$ cat config.mk
export PLATFORM = sky130hd
export DESIGN_NAME = serial_date_converter_flat
export DESIGN_NICKNAME = d
export VERILOG_FILES = /design/src/hdl/sdc_pkg.sv /design/src/hdl/sdc_in_if.sv /design/src/hdl/sdc_out_if.sv /design/src/hdl/sdc_datapath.sv /design/src/hdl/sdc_controller.sv /design/src/hdl/serial_date_converter.sv /design/src/flat_wrapper.sv
export SDC_FILE = /design/constraint.sdc
export NUM_CORES = 1
export LEC_CHECK = 0
export BUFFER_PORTS_ARGS = -buffer_cell sky130_fd_sc_hd__buf_2
export CAP_MARGIN = 20
export CORE_MARGIN = 2
export CORE_UTILIZATION = 40
export DETAILED_ROUTE_END_ITERATION = 7
export SYNTH_ARGS = -nofsm -noshare
export SYNTH_HDL_FRONTEND = slang
export SYNTH_SLANG_ARGS = --single-unit
$ cat constraint.sdc
create_clock -name clk -period 12.2 [get_ports clk]
set_input_delay 2.44 -clock clk [delete_from_list [all_inputs] [get_ports clk]]
set_output_delay 2.44 -clock clk [all_outputs]
set_load 0.1 [all_outputs]
$ cat src/hdl/sdc_pkg.sv
// Shared types, constants and calendar helpers of the serial date converter.
`timescale 1ns / 1ps
`default_nettype none
package sdc_pkg;

  localparam int unsigned BASE_YEAR    = 1900;
  localparam int unsigned FIRST_SERIAL = 61;
  localparam int unsigned LEAPS_TO_1899 = 1899 / 4 - 1899 / 100 + 1899 / 400;
  // Remainders of the base year, used to seed the year-walk counters.
  localparam int unsigned BASE_MOD400 = BASE_YEAR % 400;
  localparam int unsigned BASE_MOD100 = BASE_YEAR % 100;

  typedef logic [1:0] status_t;
  localparam status_t ST_OK       = 2'd0;
  localparam status_t ST_BAD_DATE = 2'd1;
  localparam status_t ST_RANGE    = 2'd2;

  localparam logic CMD_DATE_TO_SERIAL = 1'b0;
  localparam logic CMD_SERIAL_TO_DATE = 1'b1;

  localparam logic [3:0] MONTH_FEB = 4'd2;
  localparam logic [3:0] MONTH_MAR = 4'd3;
  localparam logic [3:0] MONTH_DEC = 4'd12;

  typedef logic [4:0] mlen_t;
  localparam mlen_t MONTH_LEN [12] = '{5'd31, 5'd28, 5'd31, 5'd30, 5'd31, 5'd30,
                                       5'd31, 5'd31, 5'd30, 5'd31, 5'd30, 5'd31};

  // Commands from the controller to the datapath.
  typedef struct packed {
    logic load;
    logic check;
    logic year_step;
    logic month_step;
    logic finish;
  } ctrl_cmd_t;

  // Status from the datapath back to the controller.
  typedef struct packed {
    logic bad;
    logic year_done;
    logic month_done;
  } dp_stat_t;

  // Length of a month 1..12; month codes outside that range give zero.
  function automatic mlen_t days_in_month(input logic [3:0] month, input logic leap);
    mlen_t len;
    len = 5'd0;
    if (month != 4'd0 && month <= MONTH_DEC) begin
      len = MONTH_LEN[month - 4'd1];
      if (month == MONTH_FEB && leap) begin
        len = 5'd29;
      end
    end
    return len;
  endfunction

endpackage
`default_nettype wire

$ cat src/hdl/sdc_in_if.sv
// Input channel of the serial date converter: handshake and request payload.
`timescale 1ns / 1ps
`default_nettype none
interface sdc_in_if;
  logic        valid;
  logic        ready;
  logic        cmd;
  logic [11:0] in_year;
  logic [3:0]  in_month;
  logic [4:0]  in_day;
  logic [16:0] in_serial;

  modport source (output valid, cmd, in_year, in_month, in_day, in_serial, input ready);
  modport sink   (input valid, cmd, in_year, in_month, in_day, in_serial, output ready);
endinterface
`default_nettype wire

$ cat src/hdl/sdc_out_if.sv
// Result channel of the serial date converter: handshake and result payload.
`timescale 1ns / 1ps
`default_nettype none
interface sdc_out_if;
  logic        valid;
  logic        ready;
  logic [16:0] out_serial;
  logic [11:0] out_year;
  logic [3:0]  out_month;
  logic [4:0]  out_day;
  logic [1:0]  status;

  modport source (output valid, out_serial, out_year, out_month, out_day, status,
                  input ready);
  modport sink   (input valid, out_serial, out_year, out_month, out_day, status,
                  output ready);
endinterface
`default_nettype wire

$ cat src/hdl/sdc_datapath.sv
// Datapath of the serial date converter: operand, walk and result registers.
`timescale 1ns / 1ps
`default_nettype none
module sdc_datapath #(
  parameter int unsigned YEAR_SPAN = 256
) (
  input  wire logic              clk,
  input  wire sdc_pkg::ctrl_cmd_t ctrl,
  output sdc_pkg::dp_stat_t      stat,
  input  wire logic              cmd,
  input  wire logic [11:0]       in_year,
  input  wire logic [3:0]        in_month,
  input  wire logic [4:0]        in_day,
  input  wire logic [16:0]       in_serial,
  output logic [16:0]            out_serial,
  output logic [11:0]            out_year,
  output logic [3:0]             out_month,
  output logic [4:0]             out_day,
  output sdc_pkg::status_t       status
);

  localparam int unsigned LAST_YEAR  = sdc_pkg::BASE_YEAR + YEAR_SPAN - 1;
  localparam int unsigned LEAPS_SPAN = LAST_YEAR / 4 - LAST_YEAR / 100 + LAST_YEAR / 400
                                       - sdc_pkg::LEAPS_TO_1899;
  localparam int unsigned MAX_SERIAL = YEAR_SPAN * 365 + LEAPS_SPAN + 1;
  localparam int unsigned ACC_BITS   = $clog2(MAX_SERIAL + 1);
  localparam int unsigned ACC_W      = (ACC_BITS > 17) ? ACC_BITS : 17;
  localparam int unsigned YC_BITS    = $clog2(LAST_YEAR + 2);
  localparam int unsigned YC_W       = (YC_BITS > 12) ? YC_BITS : 12;

  localparam logic [YC_W-1:0]  BASE_YEAR_V  = YC_W'(sdc_pkg::BASE_YEAR);
  localparam logic [YC_W-1:0]  LAST_YEAR_V  = YC_W'(LAST_YEAR);
  localparam logic [ACC_W-1:0] MAX_SERIAL_V = ACC_W'(MAX_SERIAL);
  localparam logic [ACC_W-1:0] FIRST_SER_V  = ACC_W'(sdc_pkg::FIRST_SERIAL);
  // 5243 / 2^17 is just above 1/25; exact floor for all 12-bit years.
  localparam logic [12:0]      RECIP25      = 13'd5243;

  logic              cmd_r;
  logic [11:0]       year_in_r;
  logic [3:0]        month_in_r;
  logic [4:0]        day_in_r;
  logic [16:0]       serial_in_r;
  logic [7:0]        q25_r;
  logic [YC_W-1:0]   yc_r;
  logic [1:0]        m4_r;
  logic [6:0]        m100_r;
  logic [8:0]        m400_r;
  logic [3:0]        mc_r;
  logic [ACC_W-1:0]  acc_r;
  sdc_pkg::status_t  status_r;

  logic [24:0]       q25_prod;
  logic [12:0]       q25_back;
  logic              div25;
  logic              leap_in;
  logic [4:0]        in_mlen;
  sdc_pkg::status_t  status_c;
  logic              leap_walk;
  logic [8:0]        year_len;
  logic [4:0]        walk_mlen;
  logic [ACC_W-1:0]  date_serial;

  assign q25_prod = 25'(in_year) * 25'(RECIP25);
  assign q25_back = 13'(q25_r) * 13'd25;
  assign div25    = (q25_back == 13'(year_in_r));
  // Divisible by 100 means by 4 and 25; by 400 means by 16 and 25.
  assign leap_in  = (year_in_r[1:0] == 2'd0) && !(div25 && year_in_r[3:0] != 4'd0);
  assign in_mlen  = sdc_pkg::days_in_month(month_in_r, leap_in);

  always_comb begin
    status_c = sdc_pkg::ST_OK;
    if (cmd_r == sdc_pkg::CMD_DATE_TO_SERIAL) begin
      if (month_in_r == 4'd0 || month_in_r > sdc_pkg::MONTH_DEC ||
          day_in_r == 5'd0 || day_in_r > in_mlen) begin
        status_c = sdc_pkg::ST_BAD_DATE;
      end else if (YC_W'(year_in_r) < BASE_YEAR_V || YC_W'(year_in_r) > LAST_YEAR_V ||
                   (YC_W'(year_in_r) == BASE_YEAR_V && month_in_r < sdc_pkg::MONTH_MAR)) begin
        status_c = sdc_pkg::ST_RANGE;
      end
    end else begin
      if (ACC_W'(serial_in_r) < FIRST_SER_V || ACC_W'(serial_in_r) > MAX_SERIAL_V) begin
        status_c = sdc_pkg::ST_RANGE;
      end
    end
  end

  assign leap_walk   = (m4_r == 2'd0) && (m100_r != 7'd0 || m400_r == 9'd0);
  assign year_len    = leap_walk ? 9'd366 : 9'd365;
  assign walk_mlen   = sdc_pkg::days_in_month(mc_r, leap_walk);
  assign date_serial = acc_r + ACC_W'(day_in_r) + ACC_W'(1);

  always_comb begin
    stat.bad = (status_c != sdc_pkg::ST_OK);
    if (cmd_r == sdc_pkg::CMD_DATE_TO_SERIAL) begin
      stat.year_done  = (yc_r == YC_W'(year_in_r));
      stat.month_done = (mc_r == month_in_r);
    end else begin
      stat.year_done  = (acc_r < ACC_W'(year_len));
      stat.month_done = (mc_r == sdc_pkg::MONTH_DEC) || (acc_r < ACC_W'(walk_mlen));
    end
  end

  always_ff @(posedge clk) begin
    if (ctrl.load) begin
      cmd_r       <= cmd;
      year_in_r   <= in_year;
      month_in_r  <= in_month;
      day_in_r    <= in_day;
      serial_in_r <= in_serial;
      q25_r       <= q25_prod[24:17];
      yc_r        <= BASE_YEAR_V;
      m4_r        <= 2'd0;
      m100_r      <= 7'(sdc_pkg::BASE_MOD100);
      m400_r      <= 9'(sdc_pkg::BASE_MOD400);
      mc_r        <= 4'd1;
      if (cmd == sdc_pkg::CMD_SERIAL_TO_DATE) begin
        acc_r <= ACC_W'(in_serial) - ACC_W'(2);
      end else begin
        acc_r <= '0;
      end
    end
    if (ctrl.check) begin
      status_r <= status_c;
    end
    if (ctrl.year_step) begin
      if (cmd_r == sdc_pkg::CMD_DATE_TO_SERIAL) begin
        acc_r <= acc_r + ACC_W'(year_len);
      end else begin
        acc_r <= acc_r - ACC_W'(year_len);
      end
      yc_r   <= yc_r + YC_W'(1);
      m4_r   <= m4_r + 2'd1;
      m100_r <= (m100_r == 7'd99) ? 7'd0 : m100_r + 7'd1;
      m400_r <= (m400_r == 9'd399) ? 9'd0 : m400_r + 9'd1;
    end
    if (ctrl.month_step) begin
      if (cmd_r == sdc_pkg::CMD_DATE_TO_SERIAL) begin
        acc_r <= acc_r + ACC_W'(walk_mlen);
      end else begin
        acc_r <= acc_r - ACC_W'(walk_mlen);
      end
      mc_r <= mc_r + 4'd1;
    end
    if (ctrl.finish) begin
      out_serial <= '0;
      out_year   <= '0;
      out_month  <= '0;
      out_day    <= '0;
      status     <= status_r;
      if (status_r == sdc_pkg::ST_OK) begin
        if (cmd_r == sdc_pkg::CMD_DATE_TO_SERIAL) begin
          out_serial <= date_serial[16:0];
        end else begin
          out_year  <= yc_r[11:0];
          out_month <= mc_r;
          out_day   <= acc_r[4:0] + 5'd1;
        end
      end
    end
  end

endmodule
`default_nettype wire

$ cat src/hdl/sdc_controller.sv
// Controller of the serial date converter: sequences check, year and month walks.
`timescale 1ns / 1ps
`default_nettype none
module sdc_controller (
  input  wire logic               clk,
  input  wire logic               rst_n,
  input  wire logic               in_valid,
  output logic                    in_ready,
  output logic                    out_valid,
  input  wire logic               out_ready,
  input  wire sdc_pkg::dp_stat_t  stat,
  output sdc_pkg::ctrl_cmd_t      ctrl
);

  typedef enum logic [2:0] {
    S_IDLE,
    S_CHECK,
    S_YEAR,
    S_MONTH,
    S_FINISH
  } state_t;

  state_t state_r, state_nxt;
  logic   out_valid_r, out_valid_nxt;

  always_comb begin
    ctrl          = '0;
    state_nxt     = state_r;
    out_valid_nxt = out_valid_r && !out_ready;
    unique case (state_r)
      S_IDLE: begin
        if (in_valid) begin
          ctrl.load = 1'b1;
          state_nxt = S_CHECK;
        end
      end
      S_CHECK: begin
        ctrl.check = 1'b1;
        state_nxt  = stat.bad ? S_FINISH : S_YEAR;
      end
      S_YEAR: begin
        if (stat.year_done) begin
          state_nxt = S_MONTH;
        end else begin
          ctrl.year_step = 1'b1;
        end
      end
      S_MONTH: begin
        if (stat.month_done) begin
          state_nxt = S_FINISH;
        end else begin
          ctrl.month_step = 1'b1;
        end
      end
      S_FINISH: begin
        // The result register may still hold the previous item.
        if (!out_valid_r || out_ready) begin
          ctrl.finish   = 1'b1;
          out_valid_nxt = 1'b1;
          state_nxt     = S_IDLE;
        end
      end
      default: begin
        state_nxt = S_IDLE;
      end
    endcase
  end

  always_ff @(posedge clk) begin
    if (!rst_n) begin
      state_r     <= S_IDLE;
      out_valid_r <= 1'b0;
    end else begin
      state_r     <= state_nxt;
      out_valid_r <= out_valid_nxt;
    end
  end

  assign in_ready  = (state_r == S_IDLE);
  assign out_valid = out_valid_r;

endmodule
`default_nettype wire

$ cat src/hdl/serial_date_converter.sv
// Each item is loaded, checked, walked over W < YEAR_SPAN years and M < 12 months, then written out.
// A flagged item skips both walks; no new item is accepted until the last one has been written out.
// The year walk, one year per cycle through the single accumulator, takes most of the work.
// A new item is accepted while the previous result still waits in the output register.
// Reset (synchronous, rst_n low) returns the controller to idle and clears the result valid
// flag; the datapath has no reset, as each item reloads its working registers.
`timescale 1ns / 1ps
`default_nettype none
module serial_date_converter #(
  parameter int unsigned YEAR_SPAN = 256
) (
  input  wire logic  clk,
  input  wire logic  rst_n,
  sdc_in_if.sink     in_ch,
  sdc_out_if.source  out_ch
);

  // The controller owns the handshakes and sequences the work of one item:
  // load the operands, check calendar validity and range, walk the years
  // from 1900, walk the months, then write the result register; a flagged item skips both walks.
  sdc_pkg::ctrl_cmd_t ctrl;
  sdc_pkg::dp_stat_t  stat;

  sdc_controller u_ctrl (
    .clk       (clk),
    .rst_n     (rst_n),
    .in_valid  (in_ch.valid),
    .in_ready  (in_ch.ready),
    .out_valid (out_ch.valid),
    .out_ready (out_ch.ready),
    .stat      (stat),
    .ctrl      (ctrl)
  );

  // The datapath keeps the year counter with its remainders by 4, 100 and
  // 400 (so the leap rule needs no divider), the month counter, and one
  // accumulator that sums days for date to serial or consumes the serial
  // for serial to date. The phantom 1900-02-29 is folded in as the +1 on
  // one side and the -2 offset on the other.
  sdc_datapath #(
    .YEAR_SPAN (YEAR_SPAN)
  ) u_dp (
    .clk        (clk),
    .ctrl       (ctrl),
    .stat       (stat),
    .cmd        (in_ch.cmd),
    .in_year    (in_ch.in_year),
    .in_month   (in_ch.in_month),
    .in_day     (in_ch.in_day),
    .in_serial  (in_ch.in_serial),
    .out_serial (out_ch.out_serial),
    .out_year   (out_ch.out_year),
    .out_month  (out_ch.out_month),
    .out_day    (out_ch.out_day),
    .status     (out_ch.status)
  );

endmodule
`default_nettype wire

$ cat src/flat_wrapper.sv
// flat-port wrapper written by rule: the top's interface ports become plain ports
module serial_date_converter_flat 
#(
  parameter int unsigned YEAR_SPAN = 256
)
  (clk, rst_n, in_ch_valid, in_ch_cmd, in_ch_in_year, in_ch_in_month, in_ch_in_day, in_ch_in_serial, in_ch_ready, out_ch_valid, out_ch_out_serial, out_ch_out_year, out_ch_out_month, out_ch_out_day, out_ch_status, out_ch_ready);
  sdc_in_if in_ch_i ();
  sdc_out_if out_ch_i ();
  input  wire logic clk;
  input  wire logic rst_n;
  input wire logic [$bits(in_ch_i.valid)-1:0] in_ch_valid;
  input wire logic [$bits(in_ch_i.cmd)-1:0] in_ch_cmd;
  input wire logic [$bits(in_ch_i.in_year)-1:0] in_ch_in_year;
  input wire logic [$bits(in_ch_i.in_month)-1:0] in_ch_in_month;
  input wire logic [$bits(in_ch_i.in_day)-1:0] in_ch_in_day;
  input wire logic [$bits(in_ch_i.in_serial)-1:0] in_ch_in_serial;
  output wire logic [$bits(in_ch_i.ready)-1:0] in_ch_ready;
  output wire logic [$bits(out_ch_i.valid)-1:0] out_ch_valid;
  output wire logic [$bits(out_ch_i.out_serial)-1:0] out_ch_out_serial;
  output wire logic [$bits(out_ch_i.out_year)-1:0] out_ch_out_year;
  output wire logic [$bits(out_ch_i.out_month)-1:0] out_ch_out_month;
  output wire logic [$bits(out_ch_i.out_day)-1:0] out_ch_out_day;
  output wire logic [$bits(out_ch_i.status)-1:0] out_ch_status;
  input wire logic [$bits(out_ch_i.ready)-1:0] out_ch_ready;
  assign in_ch_i.valid = in_ch_valid;
  assign in_ch_i.cmd = in_ch_cmd;
  assign in_ch_i.in_year = in_ch_in_year;
  assign in_ch_i.in_month = in_ch_in_month;
  assign in_ch_i.in_day = in_ch_in_day;
  assign in_ch_i.in_serial = in_ch_in_serial;
  assign in_ch_ready = in_ch_i.ready;
  assign out_ch_valid = out_ch_i.valid;
  assign out_ch_out_serial = out_ch_i.out_serial;
  assign out_ch_out_year = out_ch_i.out_year;
  assign out_ch_out_month = out_ch_i.out_month;
  assign out_ch_out_day = out_ch_i.out_day;
  assign out_ch_status = out_ch_i.status;
  assign out_ch_i.ready = out_ch_ready;
  serial_date_converter #(.YEAR_SPAN(YEAR_SPAN)) u_core (.clk(clk), .rst_n(rst_n), .in_ch(in_ch_i), .out_ch(out_ch_i));
endmodule
==> flow_summary.json, run 1 <==
{
  "synth.cell_area_um2": 11900,
  "syn_avg_cell_area_um2": 10.3,
  "num_rows": 63,
  "clk_pin_slew_ns": 0.07,
  "antenna_found_initial": 1,
  "cts_max_level": 4,
  "fin_skew_ns": 0.0134,
  "first_pass_iters": 5,
  "setup_viol": 0,
  "core_area_um2": 29500,
  "gr-usage-met1": 0.253,
  "drt-wirelength-per-cell_um": 17.0,
  "diodes": 0,
  "tns_ns": 0,
  "leakagePower_nw": 5.58,
  "top_usage_layer": "met2",
  "grt_pass1_wl_mm": 44.4,
  "async_flop_share": 0,
  "cts_buffers": 17,
  "area_growth_pct": 11.4,
  "globalplace.congestion": 0.867,
  "grt.total_usage": 0.182,
  "ys_seq_elements": 144,
  "cpMostUsedCell": "fa_1",
  "cts_setup_buffers": 0,
  "critical_path.cell_chain": "buf_2 > fa_1 > fa_1 > inv_1 > fa_1 > inv_1 > fa_1 > fa_1 > ha_1 > and4_1 > nand4_1 > o311ai_0 > a21oi_1 > xnor2_1",
  "worst_pin_slew_ns": 0.992,
  "fin_nets": 1463,
  "syn_nets": 1394,
  "io_pins": 85,
  "maxSlewHeadroom": 0.332,
  "yosys_warnings": 0,
  "cts_tree": "built",
  "synth-edff-count": 140,
  "cp_num_buf_inv": 3,
  "synthCells": 1154,
  "use_met3": 0.0335,
  "synth_top_area_cell": "edfxtp_1",
  "rsz0062_at_grt": "false",
  "ctsResizeCount": 0,
  "dp_hpwl_mm": 21.5,
  "irDropWorstVdd_v": 0.000114,
  "status": "completed",
  "worst_slack_ns": 5.41,
  "synth.top_cell.area_share": 0.353,
  "routed_wl_mm": 27.7,
  "cts.sinks": 144,
  "synth_flop_cell": "edfxtp_1",
  "drt-vias-per-instance": 5.36,
  "final_layout_size_suffix_gt1_frac": 0.124,
  "clockRootBuffer": "clkbuf_16",
  "drt_first_iter_violations": 645,
  "layout_min_cycle_time_ns": 6.79,
  "critPathMaxStageDelay_ns": 0.66,
  "worst-endpoint-arrival_ns": 6.98,
  "postCtsHoldBufs": 0,
  "worstSetupEndpointType": "flip-flop",
  "crit_type": "in -> reg",
  "critPathMaxFanout": 6,
  "max_freq_mhz": 147,
  "fin_crit_sh": 0.556,
  "critPathLaunchType": "input port",
  "grt_max_degree": 51,
  "port_buffers": 84,
  "cp.required_ns": 12.39,
  "start_util": 0.404,
  "hold_class": "reg -> reg",
  "die-area_um2": 31200,
  "die_h_um": 177,
  "yosysSeqAreaShare": 0.359,
  "insertion_delay_ns": 0.44,
  "power_density_nw_per_um2": 208,
  "drv_cap": 0,
  "cp_top_family": "adder cells",
  "cts_buffer_depth": 2,
  "grt_pass1_vias": 8456,
  "vias": 8715,
  "final_area_um2": 13300,
  "place_area_um2": 12700,
  "cpMaxStageDelayCell": "o311ai_0",
  "final_hold_viol_count": 0,
  "maxSlewViolCount": 0,
  "grt_util_met2": 0.291,
  "synth_cell_types": 87,
  "grt_overflow": 0,
  "synth_area_leaders": "edfxtp_1, ha_1, fa_1",
  "die_w_um": 177,
  "drc_errors": 0,
  "place_ws_ns": 4.98,
  "drtAntennaViolNets": 0
}
-- report_power, final --
group          leakage (nW)  internal, mW  switching (mW)
clock network         0.297         0.295           0.246
logic                  3.95         0.600           0.829
registers              1.33         0.671           0.117
-- final cells by class --
class / count / area [um2]
fillers: 2817 / 16200
multi-input cells: 860 / 7000
flip-flops and latches: 144 / 4280
well taps: 390 / 488
repair buffers: 90 / 478
clock buffers: 17 / 425
inverters: 110 / 413
clock inverters: 15 / 186
-- sequential cells by signal, summed over array words and instances, names as in the netlist --
register,flops
u_core.u_dp.serial_in_r,17
u_core.u_dp.acc_r,17
u_core.u_dp.out_month,4
u_core.u_dp.out_serial,17
u_core.u_dp.q25_r,8
u_core.u_dp.m400_r,9
u_core.u_dp.month_in_r,4
u_core.u_dp.yc_r,12
u_core.u_dp.day_in_r,5
u_core.u_dp.out_year,12
u_core.u_dp.m100_r,7
u_core.u_dp.status,2
u_core.u_ctrl.out_valid,1
u_core.u_dp.status_r,2
u_core.u_dp.out_day,5
u_core.u_dp.m4_r,2
u_core.u_dp.year_in_r,12
u_core.u_dp.mc_r,4
u_core.u_dp.cmd_r,1
u_core.u_ctrl.state_r,3
-- cells in the mapped netlist, types with 11 or more instances --
library cell  count
nor4_1           12
nand2_1          74
xnor2_1          56
edfxtp_1        140
nor2b_1          16
ha_1            143
nor2_1           92
o21ai_0          37
xor2_1           48
a31oi_1          17
nor3_1           23
nand3_1          29
fa_1             54
nand4_1          16
nand2b_1         11
inv_1           110
clkbuf_1         19
and3_1           31
a21oi_1          59
-- final timing paths --
kind                           startpoint               endpoint  slack, ns  depth (start not counted)
hold / removal    u_core.u_dp.status_r[1]  u_core.u_dp.status[1]       0.47                          0
setup / recovery         in_ch_in_year[6]   u_core.u_dp.q25_r[4]       5.41                         14
setup reg to reg    u_core.u_dp.m100_r[4]   u_core.u_dp.acc_r[8]       7.26                         12
hold reg to reg   u_core.u_dp.status_r[1]  u_core.u_dp.status[1]       0.47                          0
-- metal layers --
metal	vias up	wire length, um
li1	4278	-
met3	35	1320
met1	4184	13100
met5	-	13
met2	216	12800
met4	2	464
-- metrics by stage --
stage | total power [mW] | hold slack (ns) | instances | util
6_report | 2.76 | 0.468 | 1626 | 0.450
5_1_grt | 2.99 | 0.469 | 1626 | 0.450
4_1_cts | 2.77 | 0.468 | 1626 | 0.450
3_5_place_dp | 2.22 | 0.444 | 1594 | 0.430
3_3_place_gp | 2.19 | 0.437 | 1593 | 0.429
2_1_floorplan | 1.91 | 0.427 | 1154 | -
-- layout by cell type (no fill, tap or decap), drive strengths merged, types with 29 or more instances in the layout --
cell type  netlist  routed
ha             143     143
nand3           29      29
edfxtp         140     140
xor2            48      48
and3            33      33
nand2           74      74
inv            110     119
xnor2           56      56
nor2            92      92
a21oi           59      59
o21ai           40      40
fa              54      54
buf             18      90
-- cells by family (layout without fill, tap and decap cells) --
group                      count (synthesis)  count (layout)  share of synthesized area
and+or+nand+nor                          345             345                      0.146
xor gates and xnor gates                 104             104                     0.0764
DFF                                      144             144                      0.359
buffers and inverters                    150             232                     0.0540
adders and majority gates                197             197                      0.241
muxes                                     11              11                    0.00955
AOI/OAI and AO/OA                        203             203                      0.114
Power figures use the tool's default switching activity.
==> inputs of run 2 (changes only) <==
clock period = 6.5 ns   (was 12.2 ns; I/O delays follow)
==> run 2 against run 1 <==
Effect of this change: worst setup slack worse by 4.6 ns; first-iteration DRC count is 4.8% higher; critical endpoint unchanged; via count decreased by 0.18%; highest routed layer unchanged; largest cell class unchanged.
==> flow_summary.json, run 2 (synthesized netlist as in run 1, its figures left out) <==
{
  "fin_skew_ns": 0.0120,
  "irDropWorstVdd_v": 0.000203,
  "fin_nets": 1464,
  "setup_viol": 0,
  "final_area_um2": 13200,
  "r2r_start": "u_core.u_dp.q25_r[2]",
  "grt_pass1_wl_mm": 45.0,
  "reg2reg_depth": 18,
  "status": "completed",
  "grt_max_degree": 50,
  "drv_cap": 0,
  "grt_overflow": 0,
  "worst_slack_ns": 0.822,
  "cp.required_ns": 6.69,
  "top_regs": "u_core.u_dp.acc_r (17), u_core.u_dp.out_serial (17), u_core.u_dp.serial_in_r (17)",
  "area_growth_pct": 10.9,
  "fin_crit_sh": 0.874,
  "insertion_delay_ns": 0.43,
  "cts_setup_buffers": 0,
  "layout_commonest_cell": "ha_1",
  "layout_min_cycle_time_ns": 5.68,
  "io_pins": 85,
  "final_hold_viol_count": 0,
  "crit_type": "in -> reg",
  "critPathLaunchType": "input port",
  "clk_pin_slew_ns": 0.07,
  "fillCellCount": 2848,
  "r2r_slack_ns": 1.91,
  "worstSetupEndpointType": "flip-flop",
  "place_ws_ns": 0.415,
  "cts_max_level": 4,
  "first_pass_iters": 7,
  "leakagePower_nw": 5.56,
  "antenna_found_initial": 1,
  "worst_pin_slew_ns": 1.03,
  "die_w_um": 177,
  "clockRootBuffer": "clkbuf_16",
  "grt.total_usage": 0.184,
  "vias": 8699,
  "max_freq_mhz": 176,
  "fin_cells": 1626,
  "cts_buffers": 17,
  "core_area_um2": 29500,
  "place_area_um2": 12700,
  "ctsResizeCount": 0,
  "power_density_nw_per_um2": 386,
  "dp_hpwl_mm": 21.7,
  "reg2reg_to": "u_core.u_ctrl.state_r[1]",
  "hold_class": "reg -> reg",
  "grt_pass1_vias": 8663,
  "die-area_um2": 31200,
  "worst-endpoint-arrival_ns": 5.87,
  "cts_buffer_depth": 2,
  "rsz0062_at_grt": "false",
  "startpoint": "in_ch_in_year[6]",
  "globalplace.congestion": 0.872,
  "num_rows": 63,
  "drc_errors": 0,
  "multi_input_area_um2": 7000,
  "drt-wirelength-per-cell_um": 17.1,
  "cts.sinks": 144,
  "final_layout_size_suffix_gt1_frac": 0.124,
  "tns_ns": 0,
  "final_util": 0.448,
  "drt_first_iter_violations": 676,
  "maxSlewHeadroom": 0.314,
  "cts_tree": "built",
  "die_h_um": 177,
  "start_util": 0.404,
  "postCtsHoldBufs": 0,
  "regArea_um2": 4280,
  "mostFrequentLayoutCells": "ha_1, edfxtp_1, inv_1",
  "drt-vias-per-instance": 5.35,
  "maxSlewViolCount": 0,
  "drtAntennaViolNets": 0,
  "worstSetupEndpoint": "u_core.u_dp.q25_r[4]",
  "diodes": 0,
  "dpl.cell_count": 1595,
  "routed_wl_mm": 27.9,
  "port_buffers": 84,
  "critPathMaxFanout": 6
}
==> run 2: changes by cell type in the layout (fill, tap and decap cells not counted), sizes merged <==
cell | before | now
buf | 90 | 91
bufinv | 1 | 0
clkinv | 4 | 5
inv | 119 | 118
==> run 2: critical path: stages <==
cell      delay [ns]
buf_2           0.16
fa_1            0.55
fa_1            0.50
inv_1           0.05
fa_1            0.52
inv_1           0.06
fa_1            0.50
fa_1            0.49
ha_1            0.32
and4_1          0.23
nand4_1         0.13
o311ai_0        0.70
a21oi_1         0.21
xnor2_1         0.16
==> run 2: area by class of cell <==
type,instances,area share
clock buffer,17,0.0322
clock inverter,14,0.00937
inverter,110,0.0312
multi-input combinational,860,0.530
sequential,144,0.324
tap,390,0.0369
timing repair buffer,91,0.0367
==> run 2: metrics by stage <==
| step | hold WS [ns] | total power, mW |
|---|---|---|
| 3_5_place_dp | 0.451 | 4.17 |
| 3_3_place_gp | 0.437 | 4.11 |
| 5_1_grt | 0.491 | 5.55 |
| 6_report | 0.465 | 5.11 |
| 4_1_cts | 0.467 | 5.14 |
| 2_1_floorplan | 0.427 | 3.59 |
==> run 2: layer usage <==
metal,vias up,GRT usage,part of all wire
met5,-,0,0.00047
met4,2,0.0589,0.020
met3,37,0.0309,0.043
met2,185,0.293,0.46
met1,4200,0.255,0.47
li1,4275,-,-
==> run 2: power by group <==
part           internal, mW  switching, mW
clock network         0.501          0.440
registers              1.26          0.219
logic                  1.13           1.56
total                  2.89           2.22
==> run 2: worst min path at each step <==
| stage | startpoint | end | cells after the start |
|---|---|---|---|
| global placement | u_core.u_dp.status_r[0] | u_core.u_dp.status[0] | 0 |
| floorplan | u_core.u_dp.status_r[1] | u_core.u_dp.status[1] | 0 |
| finish | u_core.u_dp.status_r[0] | u_core.u_dp.status[0] | 0 |
| CTS | u_core.u_dp.status_r[1] | u_core.u_dp.status[1] | 0 |
| global route | u_core.u_dp.status_r[0] | u_core.u_dp.status[0] | 0 |
| detailed placement | u_core.u_dp.status_r[1] | u_core.u_dp.status[1] | 0 |
